$ cat config.mk
export PLATFORM = sky130hd
export DESIGN_NAME = gdce_ctrl
export DESIGN_NICKNAME = d
export VERILOG_FILES = /design/src/rtl/core/gdce_pkg.sv /design/src/rtl/core/gdce_ctrl.sv
export SDC_FILE = /design/constraint.sdc
export NUM_CORES = 1
export LEC_CHECK = 0
export BUFFER_PORTS_ARGS = -buffer_cell sky130_fd_sc_hd__buf_2
export CAP_MARGIN = 20
export CORE_ASPECT_RATIO = 0.75
export CORE_UTILIZATION = 45
export DETAILED_ROUTE_END_ITERATION = 8
export HOLD_SLACK_MARGIN = 0.1
export PLACE_DENSITY_LB_ADDON = 0.1
export SKIP_CTS_REPAIR_TIMING = 1
export SYNTH_ARGS = -nofsm -noshare
export SYNTH_HDL_FRONTEND = slang
export SYNTH_SLANG_ARGS = --single-unit
$ cat constraint.sdc
create_clock -name clk -period 2.25 [get_ports clk]
set_clock_uncertainty 0.1 [all_clocks]
set_input_delay 0.5625 -clock clk [delete_from_list [all_inputs] [get_ports clk]]
set_output_delay 0.5625 -clock clk [all_outputs]
set_load 0.05 [all_outputs]
$ cat src/rtl/core/gdce_pkg.sv
`timescale 1ns / 1ps
// ----------------------------------------------------------------------------
// gdce_pkg
// Shared widths, codes and the command / status bundles between the
// controller and the datapath of the depth-first search engine.
// ----------------------------------------------------------------------------
package gdce_pkg;

	localparam int NODE_W   = 6;
	localparam int FUNC_W   = 2;
	localparam int STATUS_W = 2;
	localparam int COUNT_W  = 7;

	typedef enum logic [FUNC_W-1:0] {
		FUNC_ADD   = 2'd0,
		FUNC_WALK  = 2'd1,
		FUNC_CYCLE = 2'd2,
		FUNC_NONE  = 2'd3
	} func_t;

	typedef enum logic [STATUS_W-1:0] {
		ST_OK    = 2'd0,
		ST_FULL  = 2'd1,
		ST_RANGE = 2'd2,
		ST_RSVD  = 2'd3
	} status_t;

	// commands from the controller
	typedef struct packed {
		logic    ld_item;
		logic    grow;
		logic    add_second;
		logic    add_rd;
		logic    add_wr;
		logic    add_link;
		logic    clr_marks;
		logic    root_push;
		logic    root_scan;
		logic    load_head;
		logic    edge_rd;
		logic    take;
		logic    push;
		logic    pop;
		logic    pop_load;
		logic    scan_inc;
		logic    emit_node;
		logic    flush;
		logic    emit_single;
		logic    set_res;
		status_t res_status;
		logic    res_cyc;
	} cmd_t;

	// status back to the controller
	typedef struct packed {
		func_t func;
		logic  mode;
		logic  add_oob;
		logic  add_full;
		logic  start_bad;
		logic  cur_null;
		logic  w_visited;
		logic  cyc_hit;
		logic  depth_one;
		logic  scan_done;
		logic  scan_visited;
		logic  out_free;
		logic  pend_valid;
	} sts_t;

endpackage

$ cat src/rtl/core/gdce_ctrl.sv
`timescale 1ns / 1ps
// ----------------------------------------------------------------------------
// gdce_ctrl
// Controller: sequences edge appends, the depth-first walk and the cycle
// check over the datapath.
// ----------------------------------------------------------------------------
module gdce_ctrl (
	input  logic           clk,
	input  logic           arst_n,
	input  logic           in_valid,
	output logic           in_ready,
	input  gdce_pkg::sts_t sts,
	output gdce_pkg::cmd_t cmd
);

	typedef enum logic [11:0] {
		S_IDLE     = 12'b000000000001,
		S_DISP     = 12'b000000000010,
		S_ADD_RD   = 12'b000000000100,
		S_ADD_WR   = 12'b000000001000,
		S_ADD_LINK = 12'b000000010000,
		S_EMIT1    = 12'b000000100000,
		S_LD_HEAD  = 12'b000001000000,
		S_W_EDGE   = 12'b000010000000,
		S_W_TAKE   = 12'b000100000000,
		S_POP_LD   = 12'b001000000000,
		S_SCAN     = 12'b010000000000,
		S_FLUSH    = 12'b100000000000
	} state_t;

	state_t state_q, state_d;
	logic   second_q, second_d;
	logic   is_walk;

	assign in_ready = (state_q == S_IDLE);
	assign is_walk  = (sts.func == gdce_pkg::FUNC_WALK);

	// next state and commands
	always_comb begin
		state_d = state_q;
		second_d = second_q;
		cmd = '0;
		cmd.add_second = second_q;
		cmd.res_status = gdce_pkg::ST_OK;
		unique case (state_q)
			S_IDLE: begin
				if (in_valid) begin
					cmd.ld_item = 1'b1;
					state_d = S_DISP;
				end
			end
			S_DISP: begin
				unique case (sts.func)
					gdce_pkg::FUNC_ADD: begin
						cmd.set_res = 1'b1;
						second_d = 1'b0;
						priority if (sts.add_oob) begin
							cmd.res_status = gdce_pkg::ST_RANGE;
							state_d = S_EMIT1;
						end else if (sts.add_full) begin
							cmd.res_status = gdce_pkg::ST_FULL;
							state_d = S_EMIT1;
						end else begin
							cmd.grow = 1'b1;
							state_d = S_ADD_RD;
						end
					end
					gdce_pkg::FUNC_WALK: begin
						if (sts.start_bad) begin
							cmd.set_res = 1'b1;
							cmd.res_status = gdce_pkg::ST_RANGE;
							state_d = S_EMIT1;
						end else begin
							cmd.clr_marks = 1'b1;
							cmd.root_push = 1'b1;
							cmd.emit_node = 1'b1;
							state_d = S_LD_HEAD;
						end
					end
					gdce_pkg::FUNC_CYCLE: begin
						cmd.clr_marks = 1'b1;
						state_d = S_SCAN;
					end
					default: state_d = S_IDLE;
				endcase
			end
			S_ADD_RD: begin
				cmd.add_rd = 1'b1;
				state_d = S_ADD_WR;
			end
			S_ADD_WR: begin
				cmd.add_wr = 1'b1;
				state_d = S_ADD_LINK;
			end
			S_ADD_LINK: begin
				cmd.add_link = 1'b1;
				if (!sts.mode && !second_q) begin
					second_d = 1'b1;
					state_d = S_ADD_RD;
				end else begin
					state_d = S_EMIT1;
				end
			end
			S_EMIT1: begin
				if (sts.out_free) begin
					cmd.emit_single = 1'b1;
					state_d = S_IDLE;
				end
			end
			S_LD_HEAD: begin
				cmd.load_head = 1'b1;
				state_d = S_W_EDGE;
			end
			S_W_EDGE: begin
				if (sts.cur_null) begin
					cmd.pop = 1'b1;
					priority if (!sts.depth_one) begin
						state_d = S_POP_LD;
					end else if (is_walk) begin
						state_d = S_FLUSH;
					end else begin
						state_d = S_SCAN;
					end
				end else begin
					cmd.edge_rd = 1'b1;
					state_d = S_W_TAKE;
				end
			end
			S_W_TAKE: begin
				priority if (is_walk) begin
					if (sts.w_visited) begin
						cmd.take = 1'b1;
						state_d = S_W_EDGE;
					end else if (sts.out_free || !sts.pend_valid) begin
						cmd.push = 1'b1;
						cmd.emit_node = 1'b1;
						state_d = S_LD_HEAD;
					end
				end else if (sts.cyc_hit) begin
					cmd.set_res = 1'b1;
					cmd.res_cyc = 1'b1;
					state_d = S_EMIT1;
				end else if (!sts.w_visited) begin
					cmd.push = 1'b1;
					state_d = S_LD_HEAD;
				end else begin
					cmd.take = 1'b1;
					state_d = S_W_EDGE;
				end
			end
			S_POP_LD: begin
				cmd.pop_load = 1'b1;
				state_d = S_W_EDGE;
			end
			S_SCAN: begin
				priority if (sts.scan_done) begin
					cmd.set_res = 1'b1;
					state_d = S_EMIT1;
				end else if (sts.scan_visited) begin
					cmd.scan_inc = 1'b1;
				end else begin
					cmd.root_push = 1'b1;
					cmd.root_scan = 1'b1;
					cmd.scan_inc = 1'b1;
					state_d = S_LD_HEAD;
				end
			end
			S_FLUSH: begin
				if (sts.out_free) begin
					cmd.flush = 1'b1;
					state_d = S_IDLE;
				end
			end
			default: state_d = S_IDLE;
		endcase
	end

	// state register
	always_ff @(posedge clk or negedge arst_n) begin
		if (!arst_n) begin
			state_q  <= S_IDLE;
			second_q <= 1'b0;
		end else begin
			state_q  <= state_d;
			second_q <= second_d;
		end
	end

endmodule

==> qor.yml <==
yosys:
  synth_cells: 142
  synth-seq-area-share_pct: 27.8
  synth_nets: 164
  synth.distinct_cells: 47
  syn-cell-area_sq_um: 1170
  synthArstFlopShare_pct: 100
  synth_edf_count: 0
  yosysWarnings: 0
  post_synth.cell_area_avg_sq_um: 8.27
  synth_seq_cells: 13
  synth_ff_type: "dfrtp_1"
timing:
  fin_crit_ns: 2.93
  layout_setup_ws_ns: -0.676
  drv_slew: 0
  rsz0062_at_grt: "yes"
  setup_tns_ns: -11.67
  fin_crit_sh_pct: 130
  hold_ws_ns: 0.377
  tightest_slew_ns: 0.488
  setup_violations: 26
  fmax_mhz: 342
  relSlewSlack_pct: 67.2
  hold_viol_final: 0
hold_path:
  hold_path.class: "input pin to register"
drt:
  met2_wirelength_mm: 2.84
  routed.top_layer: "met4"
  drc_errors: 0
  first_iter_violations: 306
  wl_met3_um: 600
  wl_met1_mm: 2.25
  vias: 1763
  ant_nets: 0
  first_pass_iters: 5
  drt_wl_total_mm: 6.05
  wl_per_cell_um: 22.3
  avgViaCountPerCell: 6.51
layout:
  design_area_sq_um: 2300
  antennaDiodeCount: 0
  fillers: 47
  layout-drive-gt1-share_pct: 63.3
  finalNonFillerCells: 271
  final_nets: 260
  syn_to_final_growth_pct: 96.0
  fin_util_pct: 96.6
global_routing:
  track_usage_pct: 31.3
  grt_overflow: 0
  grt_max_degree: 14
  antenna_found_initial: 0
  grt_pass1_wl_mm: 6.18
  grt_pass1_vias: 1368
clock_network:
  path_clk_slew_ns: 0.08
  cts_tree: "yes"
  numCtsBuffers: 3
  clockBufferDepth: 2
  clock-sinks: 13
  htreeDepth: 1
  root_buffer: "clkbuf_4"
  clk_latency_ns: 0.29
setup_path:
  path_class: "register to primary output"
  required_ns: 1.59
  worst_setup_path_start_kind: "register"
  cp.arrival_ns: 2.26
  endpoint_kind: "primary output"
  r2r_setup_slack_ns: -0.05
  worstPathMaxFanout: 5
place:
  place_inst: 255
  placed_area_sq_um: 1830
  pre_cts_slack_ns: -0.412
  gp_congestion: 0.876
  dpl.hpwl_mm: 3.26
  portBuffers: 40
status:
  status: "complete, but fails checks"
  violations: "negative setup slack"
power_and_ir_drop:
  total_power_mw: 1.48
  power-per-cell-area_nw_per_um2: 641
  p_leak_nw: 1.10
  ir_drop_mv: 0.358
die:
  dieArea_sq_um: 2820
  rows: 15
  ioPinCount: 41
  die_y_um: 46.3
  die_w_um: 61
  core_region_area_sq_um: 2380
  start_util_pct: 49.3
job:
  maxCapViolCount: 0
-- area by class of cell --
cell class / instances / area (sq um) / share of cell area [%]
inverters: 9 / 37.5 / 1.63
repair buffers: 99 / 853 / 37.1
well taps: 34 / 42.5 / 1.85
multi-input cells: 112 / 1010 / 44.1
flip-flops and latches: 13 / 328 / 14.2
clock buffers: 4 / 26.3 / 1.14
-- worst max-delay path: stages, from the launching register on --
cell and delay, ns:
dfrtp_1 0.40, or4_4 0.59, buf_6 0.16, nor2_4 0.08
nand4_1 0.21, buf_6 0.23, o21ai_4 0.14, buf_6 0.18
-- worst paths after layout --
path,start,depth (start not counted),to
hold / removal,sts[4],2,state_q[9]
max in group asynchronous,arst_n,2,state_q[0]
setup / recovery,state_q[11],7,cmd[3]
setup reg to reg,state_q[4],9,state_q[11]
min in group asynchronous,arst_n,2,state_q[6]
hold reg to reg,second_q,2,second_q
-- power by group --
part | switching (mW) | internal, mW | total, mW
registers | 0.0364 | 0.270 | 0.306
clock network | 0.0844 | 0.0690 | 0.153
logic | 0.576 | 0.440 | 1.02
total | 0.697 | 0.779 | 1.48
-- cell usage in the layout (no fill, tap or decap), drive strengths merged, types with 3 or more instances in the layout --
| cell type | instances |
|---|---|
| nor4b | 4 |
| nor2b | 6 |
| and3 | 3 |
| a22oi | 3 |
| and4b | 5 |
| nor3 | 5 |
| nor4 | 6 |
| clkbuf | 4 |
| nor2 | 17 |
| nand2 | 10 |
| nand2b | 3 |
| a21oi | 3 |
| nand4 | 6 |
| ha | 5 |
| buf | 98 |
| nor3b | 4 |
| dfrtp | 12 |
| inv | 8 |
| o21ai | 9 |
| or4 | 3 |
-- cell usage after synthesis, types with 3 or more instances --
master,count,share of area (%)
a22oi_1,3,1.9
inv_1,9,2.9
nand4_1,6,3.2
nor2b_1,6,3.2
and3_1,3,1.6
ha_1,5,5.3
nor3_1,4,1.7
clkbuf_1,3,0.96
nand2_1,9,2.9
nor3b_1,3,1.9
nand2b_1,3,1.6
o21ai_0,8,3.4
buf_4,3,1.9
dfrtp_1,12,26
nor4_1,4,2.1
a21oi_1,3,1.3
nor2_1,15,4.8
and4b_1,5,4.3
nor4b_1,4,3.0
-- routing by layer --
layer  up-vias  track usage (%)
li1        718                -
met1       832             39.9
met2       161             51.4
met3        52             5.90
met4         0             15.0
met5         -                0
-- flip-flops by register name, summed over array words and instances (netlist names) --
name and cells:
second_q 1, state_q 12
-- cell families after synthesis --
family | count (synthesis) | share of synthesized area (%)
buf+inv | 17 | 6.60
compound gates | 26 | 14.8
xor+xnor | 2 | 1.49
simple gates | 79 | 44.0
flops | 13 | 27.8
fa+ha+maj | 5 | 5.32
(Power assumes the default switching activity.)
